===== src/rtl/fsa_pkg.sv =====
package fsa_pkg;

    localparam int SLOTS        = 4096;
    localparam int HEADER_BYTES = 16;

    localparam int SLOT_W   = 12;
    localparam int COUNT_W  = 13;
    localparam int OFFSET_W = 28;
    localparam int STRIDE_W = 16;
    localparam int LIMIT_W  = 13;
    localparam int CFG_W    = 16;
    localparam int CFG_IDX_W = 1;

    localparam int SLOT_SPAN = 1 << SLOT_W;
    localparam int ISSUE_MAX = (SLOTS < SLOT_SPAN) ? SLOTS : SLOT_SPAN;

    localparam logic [STRIDE_W-1:0] STRIDE_RESET = STRIDE_W'(64);
    localparam logic [LIMIT_W-1:0]  LIMIT_RESET  = LIMIT_W'(4096);

    localparam logic CMD_ALLOC = 1'b0;
    localparam logic CMD_FREE  = 1'b1;

    localparam logic [1:0] STATUS_OK        = 2'd0;
    localparam logic [1:0] STATUS_EXHAUSTED = 2'd1;
    localparam logic [1:0] STATUS_BAD_FREE  = 2'd2;

    localparam logic [CFG_IDX_W-1:0] REG_SLOT_STRIDE = 1'b0;
    localparam logic [CFG_IDX_W-1:0] REG_SLOT_LIMIT  = 1'b1;

    typedef struct packed {
        logic              command;
        logic [SLOT_W-1:0] free_slot;
    } fsa_in_t;

    typedef struct packed {
        logic [SLOT_W-1:0]   slot;
        logic [OFFSET_W-1:0] byte_offset;
        logic [1:0]          status;
    } fsa_out_t;

    typedef struct packed {
        logic capture;
        logic exec;
        logic mul;
        logic load;
    } fsa_cmd_t;

    typedef struct packed {
        logic out_busy;
    } fsa_stat_t;

endpackage


===== src/rtl/fsa_ctrl.sv =====
module fsa_ctrl (
    input  logic              clk,
    input  logic              rst_n,
    input  logic              in_valid,
    output logic              in_ready,
    input  fsa_pkg::fsa_stat_t stat,
    output fsa_pkg::fsa_cmd_t  cmd
);
    import fsa_pkg::*;

    typedef enum logic [1:0] {
        ST_IDLE,
        ST_EXEC,
        ST_MUL,
        ST_DONE
    } state_t;

    state_t state_reg;
    state_t state_next;

    assign in_ready    = (state_reg == ST_IDLE);
    assign cmd.capture = in_valid && in_ready;
    assign cmd.exec    = (state_reg == ST_EXEC);
    assign cmd.mul     = (state_reg == ST_MUL);
    assign cmd.load    = (state_reg == ST_DONE) && !stat.out_busy;

    always_comb
    begin
        state_next = state_reg;
        case (state_reg)
            ST_IDLE:
            begin
                if (in_valid)
                begin
                    state_next = ST_EXEC;
                end
            end
            ST_EXEC: state_next = ST_MUL;
            ST_MUL:  state_next = ST_DONE;
            ST_DONE:
            begin
                if (!stat.out_busy)
                begin
                    state_next = ST_IDLE;
                end
            end
            default: state_next = ST_IDLE;
        endcase
    end

    always_ff @(posedge clk or negedge rst_n)
    begin
        if (!rst_n)
        begin
            state_reg <= ST_IDLE;
        end
        else
        begin
            state_reg <= state_next;
        end
    end

endmodule


===== config.mk =====
export PLATFORM = sky130hd
export DESIGN_NAME = fsa_ctrl
export DESIGN_NICKNAME = d
export VERILOG_FILES = /design/src/rtl/fsa_pkg.sv /design/src/rtl/fsa_ctrl.sv
export SDC_FILE = /design/constraint.sdc
export NUM_CORES = 1
export LEC_CHECK = 0
export ABC_AREA = 1
export BUFFER_PORTS_ARGS = -buffer_cell sky130_fd_sc_hd__buf_4
export CORE_AREA = 4 4 41 43
export CTS_CLUSTER_SIZE = 8
export DETAILED_ROUTE_END_ITERATION = 7
export DIE_AREA = 0 0 45 47
export PLACE_DENSITY = 0.43
export SETUP_SLACK_MARGIN = 0.1
export SYNTH_ARGS = -nofsm -noshare
export SYNTH_HDL_FRONTEND = slang
export SYNTH_SLANG_ARGS = --single-unit
export TNS_END_PERCENT = 20

===== constraint.sdc =====
create_clock -name clk -period 2.8 [get_ports clk]
set_input_delay 0.56 -clock clk [delete_from_list [all_inputs] [get_ports clk]]
set_output_delay 0.56 -clock clk [all_outputs]
set_load 0.01 [all_outputs]

== Word level (Yosys, flattened, before mapping) ==
Cells that the tools add are included.
Cells by class
  muxes and demuxes: 3
  reduce and logical (&&, ||, !) cells: 5
  equality and inequality tests: 5
Operators with widths (count)
  $pmux 2 s4: 1
  $eq 2x2->1 const B: 2
  $mux 2: 2
  $ne 2x2->1 const B: 2
  $eq 2x1->1 const B: 1
  $logic_and 1x1->1: 2
  $logic_not 2->1: 1
  $reduce_and 2->1: 1
  $logic_not 1->1: 1
Storage, ports and cells
  logic and storage cells: 14
  register bits: 2

== Depth between registers and ports, before layout ==
Gate-level depths: netlist of run 1.
  word-level depth: 3
  gate-level depth with buffers: 6
  mapped depth without buffers: 6

== Least setup slack after synthesis of run 1 ==
OpenSTA, ideal clock, no wires.
  path kind: register to output
  start: register state_reg[0]
  end: output port cmd[3] in the netlist's numbering
  arrival time: 0.874 ns
  stages on the path, launching flop included: 5
  slack: 1.366 ns
  path buffers: 0
  required time: 2.240 ns
  cell sequence: dfrtp_1 inv_1 ha_1 nand2_1 inv_1
RTL lines
  start: declaration: line fsa_ctrl.sv:18  | state_t state_reg;
  start signal: assignment: line fsa_ctrl.sv:59  | state_reg <= state_next;
  end: declaration: line fsa_ctrl.sv:7  | output fsa_pkg::fsa_cmd_t cmd

==> metrics.yaml, run 1 <==
logic_synthesis:
  ys_top_cells_by_count: "inv_1 (7), nand2_1 (6), ha_1 (4)"
  synth_top_cell_area_share_pct: 27.6
  ys_types: 7
  synthesis.instances: 25
  syn_area_sq_um: 181
  synth_seq_cells: 2
  synth-edff-count: 0
  synth_area_leaders: "dfrtp_1 (28%), ha_1 (28%), inv_1 (14%), nand2_1 (12%), nand2_2 (10%)"
  synthArstFlopShare_pct: 100
  yosysMostFrequentCell: "inv_1"
  syn_nets: 33
  ys_seq_area_share_pct: 27.6
  ys_warn_count: 0
  synth_top_area_cell: "dfrtp_1"
  avgSynthCellArea_sq_um: 7.26
  synthFlopType: "dfrtp_1"
sta:
  tns_ps: 0
  tightest_slew_ps: 147
  min_period_ps: 1720
  fmax_mhz: 580
  grt_setup_unrepaired: "no"
  drv_slew: 0
  clock_skew_ps: 3.99
  relSlewSlack_pct: 90.2
  period_share_pct: 61.5
  hold_violations: 0
  setup_violations: 0
critical_path:
  path_max_fanout: 4
  cp.required_ps: 2240
  crit_type: "reg2out"
  rr_endpoint: "state_reg[1]$_DFFE_PN0P_"
  timing.rr.start: "state_reg[0]$_DFFE_PN0P_"
  worst_setup_path_end_kind: "primary output"
  worst_ep_arrival_time_ps: 1160
  critical_path.endpoint: "cmd[3]"
  crit_start: "state_reg[0]$_DFFE_PN0P_"
  r2r_cells: 6
  ff2ff_setup_slack_ps: 1710
  startpoint_type: "flip-flop"
run_status:
  run_status: "finished, final reports clean"
placement:
  port_buffers: 8
  hpwl_microns: 295
  globalplace.congestion: 0.607
  dpl_cell_area_sq_um: 260
floorplan:
  start_util_pct: 13.9
  ios: 9
  dieArea_sq_um: 2120
  coreArea_sq_um: 1300
  chipWidth_microns: 45
  num_rows: 13
  die_height_microns: 47
routing:
  met2_length_microns: 173
  drcViolationCount: 0
  highest-signal-layer: "met4"
  detail-route-antenna-nets: 0
  vias: 168
  wl_met1_microns: 150
  wl_microns: 372
  drt_iter0_markers: 2
  viasPerCell: 3.29
  first_pass_iters: 4
  wl_per_cell_microns: 7.29
  met3_length_microns: 41
clock_network:
  cts-root-buf: "clkbuf_4"
  cts_buffers: 3
  cts_max_path_buffers: 2
  post-cts-setup-buffer-count: 0
  post_cts_resized: 0
  path_clk_slew_ps: 30
  worst_skew_pair.late_latency_ps: 230
  ctsHtreeMaxLevel: 1
  clock-sinks: 2
  cts-hold-fix-buffers: 0
  tritoncts: "done"
global_routing:
  grt_overflow: 0
  grt_pass1_wl_microns: 565
  antenna_found_initial: 0
  grt_pass1_vias: 147
  grt_max_degree: 5
  grtUsageTotal_pct: 4.58
cells_and_area:
  antenna_cells: 0
  multi_input_area_sq_um: 105
  nNetsFinal: 46
  drive_above_1_share_pct: 38.9
  area_delta_synth_final_pct: 55.9
  final_cell_area_sq_um: 283
  fill_cells: 155
  post-route-util_pct: 21.7
  largest_reg_flops: 2
  regArea_sq_um: 50.0
hold_path:
  hp-class: "in2async"
power_and_ir_drop:
  peakVddDrop_mv: 0.240
  finalPower_uw: 306
  power.density_nw_per_um2: 1080
  p_leak_nw: 0.175
flow_run:
  max_cap_violations: 0
per-stage QoR:
step,hold slack (ps),setup slack [ps],std cells
2_1_floorplan,264,1370,25
3_3_place_gp,344,1290,48
3_5_place_dp,345,1300,48
4_1_cts,102,1060,51
5_1_grt,113,994,51
6_report,108,1080,51
cell families after synthesis:
| kind of cell | Yosys count | share of synthesized area [%] |
|---|---|---|
| flip-flops | 2 | 27.6 |
| adder cells (fa/ha/maj) | 4 | 27.6 |
| AND/OR/NAND/NOR | 12 | 30.3 |
| buffers and inverters | 7 | 14.5 |
power by group:
part / internal, mW / switching, mW / total, mW
Clock: 0.0474 / 0.0175 / 0.0649
Combinational: 0.0851 / 0.0946 / 0.180
Sequential: 0.0456 / 0.0157 / 0.0613
worst min path at each step:
stage | slack, ps | cells past startpoint | endpoint
2_1_floorplan | 260 | 0 | state_reg[0]$_DFFE_PN0P_
3_3_place_gp | 340 | 1 | state_reg[0]$_DFFE_PN0P_
3_5_place_dp | 340 | 1 | state_reg[1]$_DFFE_PN0P_
4_1_cts | 100 | 1 | state_reg[0]$_DFFE_PN0P_
5_1_grt | 110 | 1 | state_reg[0]$_DFFE_PN0P_
6_report | 110 | 1 | state_reg[0]$_DFFE_PN0P_
area by class of cell:
class	instances	share of cell area [%]
clock buffers	3	7.96
inverters	7	9.29
multi-input cells	16	37.2
well taps	15	6.64
flip-flops and latches	2	17.7
repair buffers	8	21.2
cells in the final DEF (no fill, tap or decap):
cell	netlist	layout
clkbuf_4	0	3
buf_4	0	8
nand3_1	2	2
nand2_2	3	3
dfrtp_1	2	2
inv_1	7	7
nor2_1	1	1
nand2_1	6	6
ha_1	4	4
critical path, cell delays in order, from the launching register on:
cell     delay [ps]
dfrtp_1         380
inv_1            80
ha_1            240
nand2_1          70
inv_1            30
buf_4           130
per-layer routing:
metal	GRT usage, %	vias up
met5	0	-
met3	2.68	2
met2	5.65	5
met1	3.64	67
li1	-	94
met4	8.77	0
No activity file was read; power rests on OpenSTA's default activity.
==> run 2: changes to the inputs <==
- PLACE_DENSITY: 0.43 -> 0.44
- clock period: 2.8 -> 1.4 ns (I/O delays scaled with it)
==> metrics.yaml, run 2 (synthesis gave the netlist of run 1 again) <==
critical_path:
  startpoint_type: "flip-flop"
  worst_ep_arrival_time_ps: 1080
  rr_endpoint: "state_reg[0]$_DFFE_PN0P_"
  r2r_cells: 6
  critical-path-top-delay-family: "flip-flops"
  critical_path.cell_chain: "inv_2 -> ha_4 -> nand2_1 -> inv_1 -> buf_4"
  slowest_stage: "dfrtp_1"
  crit_type: "reg2out"
  path_max_fanout: 4
  crit_buf_inv: 3
  cp.required_ps: 1120
  crit_start: "state_reg[0]$_DFFE_PN0P_"
  cp_slowest_stage_delay_ps: 400
  crit_cells: 5
  critical_path.endpoint: "cmd[3]"
  worst_setup_path_end_kind: "primary output"
  timing.rr.start: "state_reg[0]$_DFFE_PN0P_"
  ff2ff_setup_slack_ps: 390
hold_path:
  hp-class: "in2async"
placement:
  port_buffers: 8
  globalplace.congestion: 0.580
  hpwl_microns: 298
power_and_ir_drop:
  p_int_uw: 443
  swShare_pct: 39.9
  pwr-share-clk_pct: 17.7
  power_frac_seq_pct: 17.9
  peakVddDrop_mv: 0.507
  p_leak_nw: 0.185
  power.density_nw_per_um2: 2210
  p_sw_uw: 295
  finalPower_uw: 738
  pwr-share-comb_pct: 64.5
cells_and_area:
  layout_commonest_cell: "buf_4"
  fill_cells: 150
  multi_input_area_sq_um: 123
  drive_above_1_share_pct: 56.4
  antenna_cells: 0
  nNetsFinal: 49
  most-common-layout-cells: "buf_4 (8), nand2_1 (6), inv_1 (5)"
  largest_reg_flops: 2
  regArea_sq_um: 51.3
  area_delta_synth_final_pct: 84.1
clock_network:
  cts_buffers: 3
  ctsHtreeMaxLevel: 1
  path_clk_slew_ps: 30
  clock-sinks: 2
  tritoncts: "done"
  cts_max_path_buffers: 2
  cts-root-buf: "clkbuf_4"
  worst_skew_pair.late_latency_ps: 230
floorplan:
  die_height_microns: 47
  num_rows: 13
  chipWidth_microns: 45
  start_util_pct: 13.9
  dieArea_sq_um: 2120
  ios: 9
  coreArea_sq_um: 1300
routing:
  first_pass_iters: 1
  detail-route-antenna-nets: 0
  wl_microns: 398
  vias: 178
  drt_iter0_markers: 0
  viasPerCell: 3.30
  drcViolationCount: 0
  wl_per_cell_microns: 7.37
sta:
  period_share_pct: 97.4
  relSlewSlack_pct: 89.7
  grt_setup_unrepaired: "yes"
  hold_violations: 0
  min_period_ps: 1360
  tightest_slew_ps: 154
  tns_ps: 0
  setup_violations: 0
  clock_skew_ps: 0.630
  fmax_mhz: 733
  drv_slew: 0
global_routing:
  grt_max_degree: 5
  grtUsageTotal_pct: 5.06
  antenna_found_initial: 0
  grt_pass1_wl_microns: 690
  grt_overflow: 0
  grt_pass1_vias: 190
flow_run:
  max_cap_violations: 0
run_status:
  run_status: "finished, final reports clean"
==> run 2: cell types whose count changed in the layout (fill, tap and decap cells not counted), sizes merged <==
| cell | change |
|---|---|
| dlygate4sd3 | +1 |
| buf | +2 |
==> run 2: area by class of cell <==
class | instances | area share, %
repair buffers | 11 | 27.7
multi-input cells | 16 | 36.7
inverters | 7 | 7.87
flip-flops and latches | 2 | 15.4
clock buffers | 3 | 6.74
well taps | 15 | 5.62
==> run 2: how the worst min path moves through the flow <==
stage	start	to	slack, ps
2_1_floorplan	rst_n	state_reg[0]$_DFFE_PN0P_	-20
3_3_place_gp	rst_n	state_reg[1]$_DFFE_PN0P_	60
3_5_place_dp	rst_n	state_reg[0]$_DFFE_PN0P_	60
4_1_cts	rst_n	state_reg[0]$_DFFE_PN0P_	380
5_1_grt	rst_n	state_reg[1]$_DFFE_PN0P_	380
6_report	rst_n	state_reg[0]$_DFFE_PN0P_	370
==> run 2: worst reg2reg max path: cells and delay by family (launching register included) <==
family / cells / cell delay, ps
DFF: 1 / 400
buffers and inverters: 2 / 120
adders and majority gates: 1 / 210
and+or+nand+nor: 3 / 160
==> run 2: per-layer routing <==
| layer | global-route usage [%] | wire, microns | up-vias |
|---|---|---|---|
| li1 | - | - | 99 |
| met5 | 0 | 0 | - |
| met3 | 2.30 | 19 | 2 |
| met2 | 6.50 | 189 | 6 |
| met4 | 7.02 | 14 | 0 |
| met1 | 5.23 | 174 | 71 |
==> run 2: through the flow <==
step | util (%) | hold slack, ps | area (sq um) | worst slack (ps) | std cells
2_1_floorplan | - | -15.6 | 181 | 246 | 25
3_3_place_gp | 20.0 | 63.9 | 260 | 182 | 48
3_5_place_dp | 20.0 | 63.4 | 260 | 173 | 48
4_1_cts | 25.4 | 377 | 330 | 26.2 | 54
5_1_grt | 25.7 | 378 | 334 | -27.9 | 54
6_report | 25.7 | 372 | 334 | 36.0 | 54
==> run 2: power groups by stage <==
stage | clock network (mW) | logic (mW) | registers [mW]
3_3_place_gp | 0 | 0.371 | 0.127
2_1_floorplan | 0 | 0.240 | 0.117
6_report | 0.130 | 0.476 | 0.132
4_1_cts | 0.131 | 0.480 | 0.130
5_1_grt | 0.141 | 0.536 | 0.142
3_5_place_dp | 0 | 0.365 | 0.127
==> run 2: what timing repair did <==
item,in CTS,in global routing
setup buffers,2,0
setup endpoints to repair,4,5
resized for setup,7,2
hold endpoints to repair,2,0
pin swaps,1,1
hold buffers,1,0
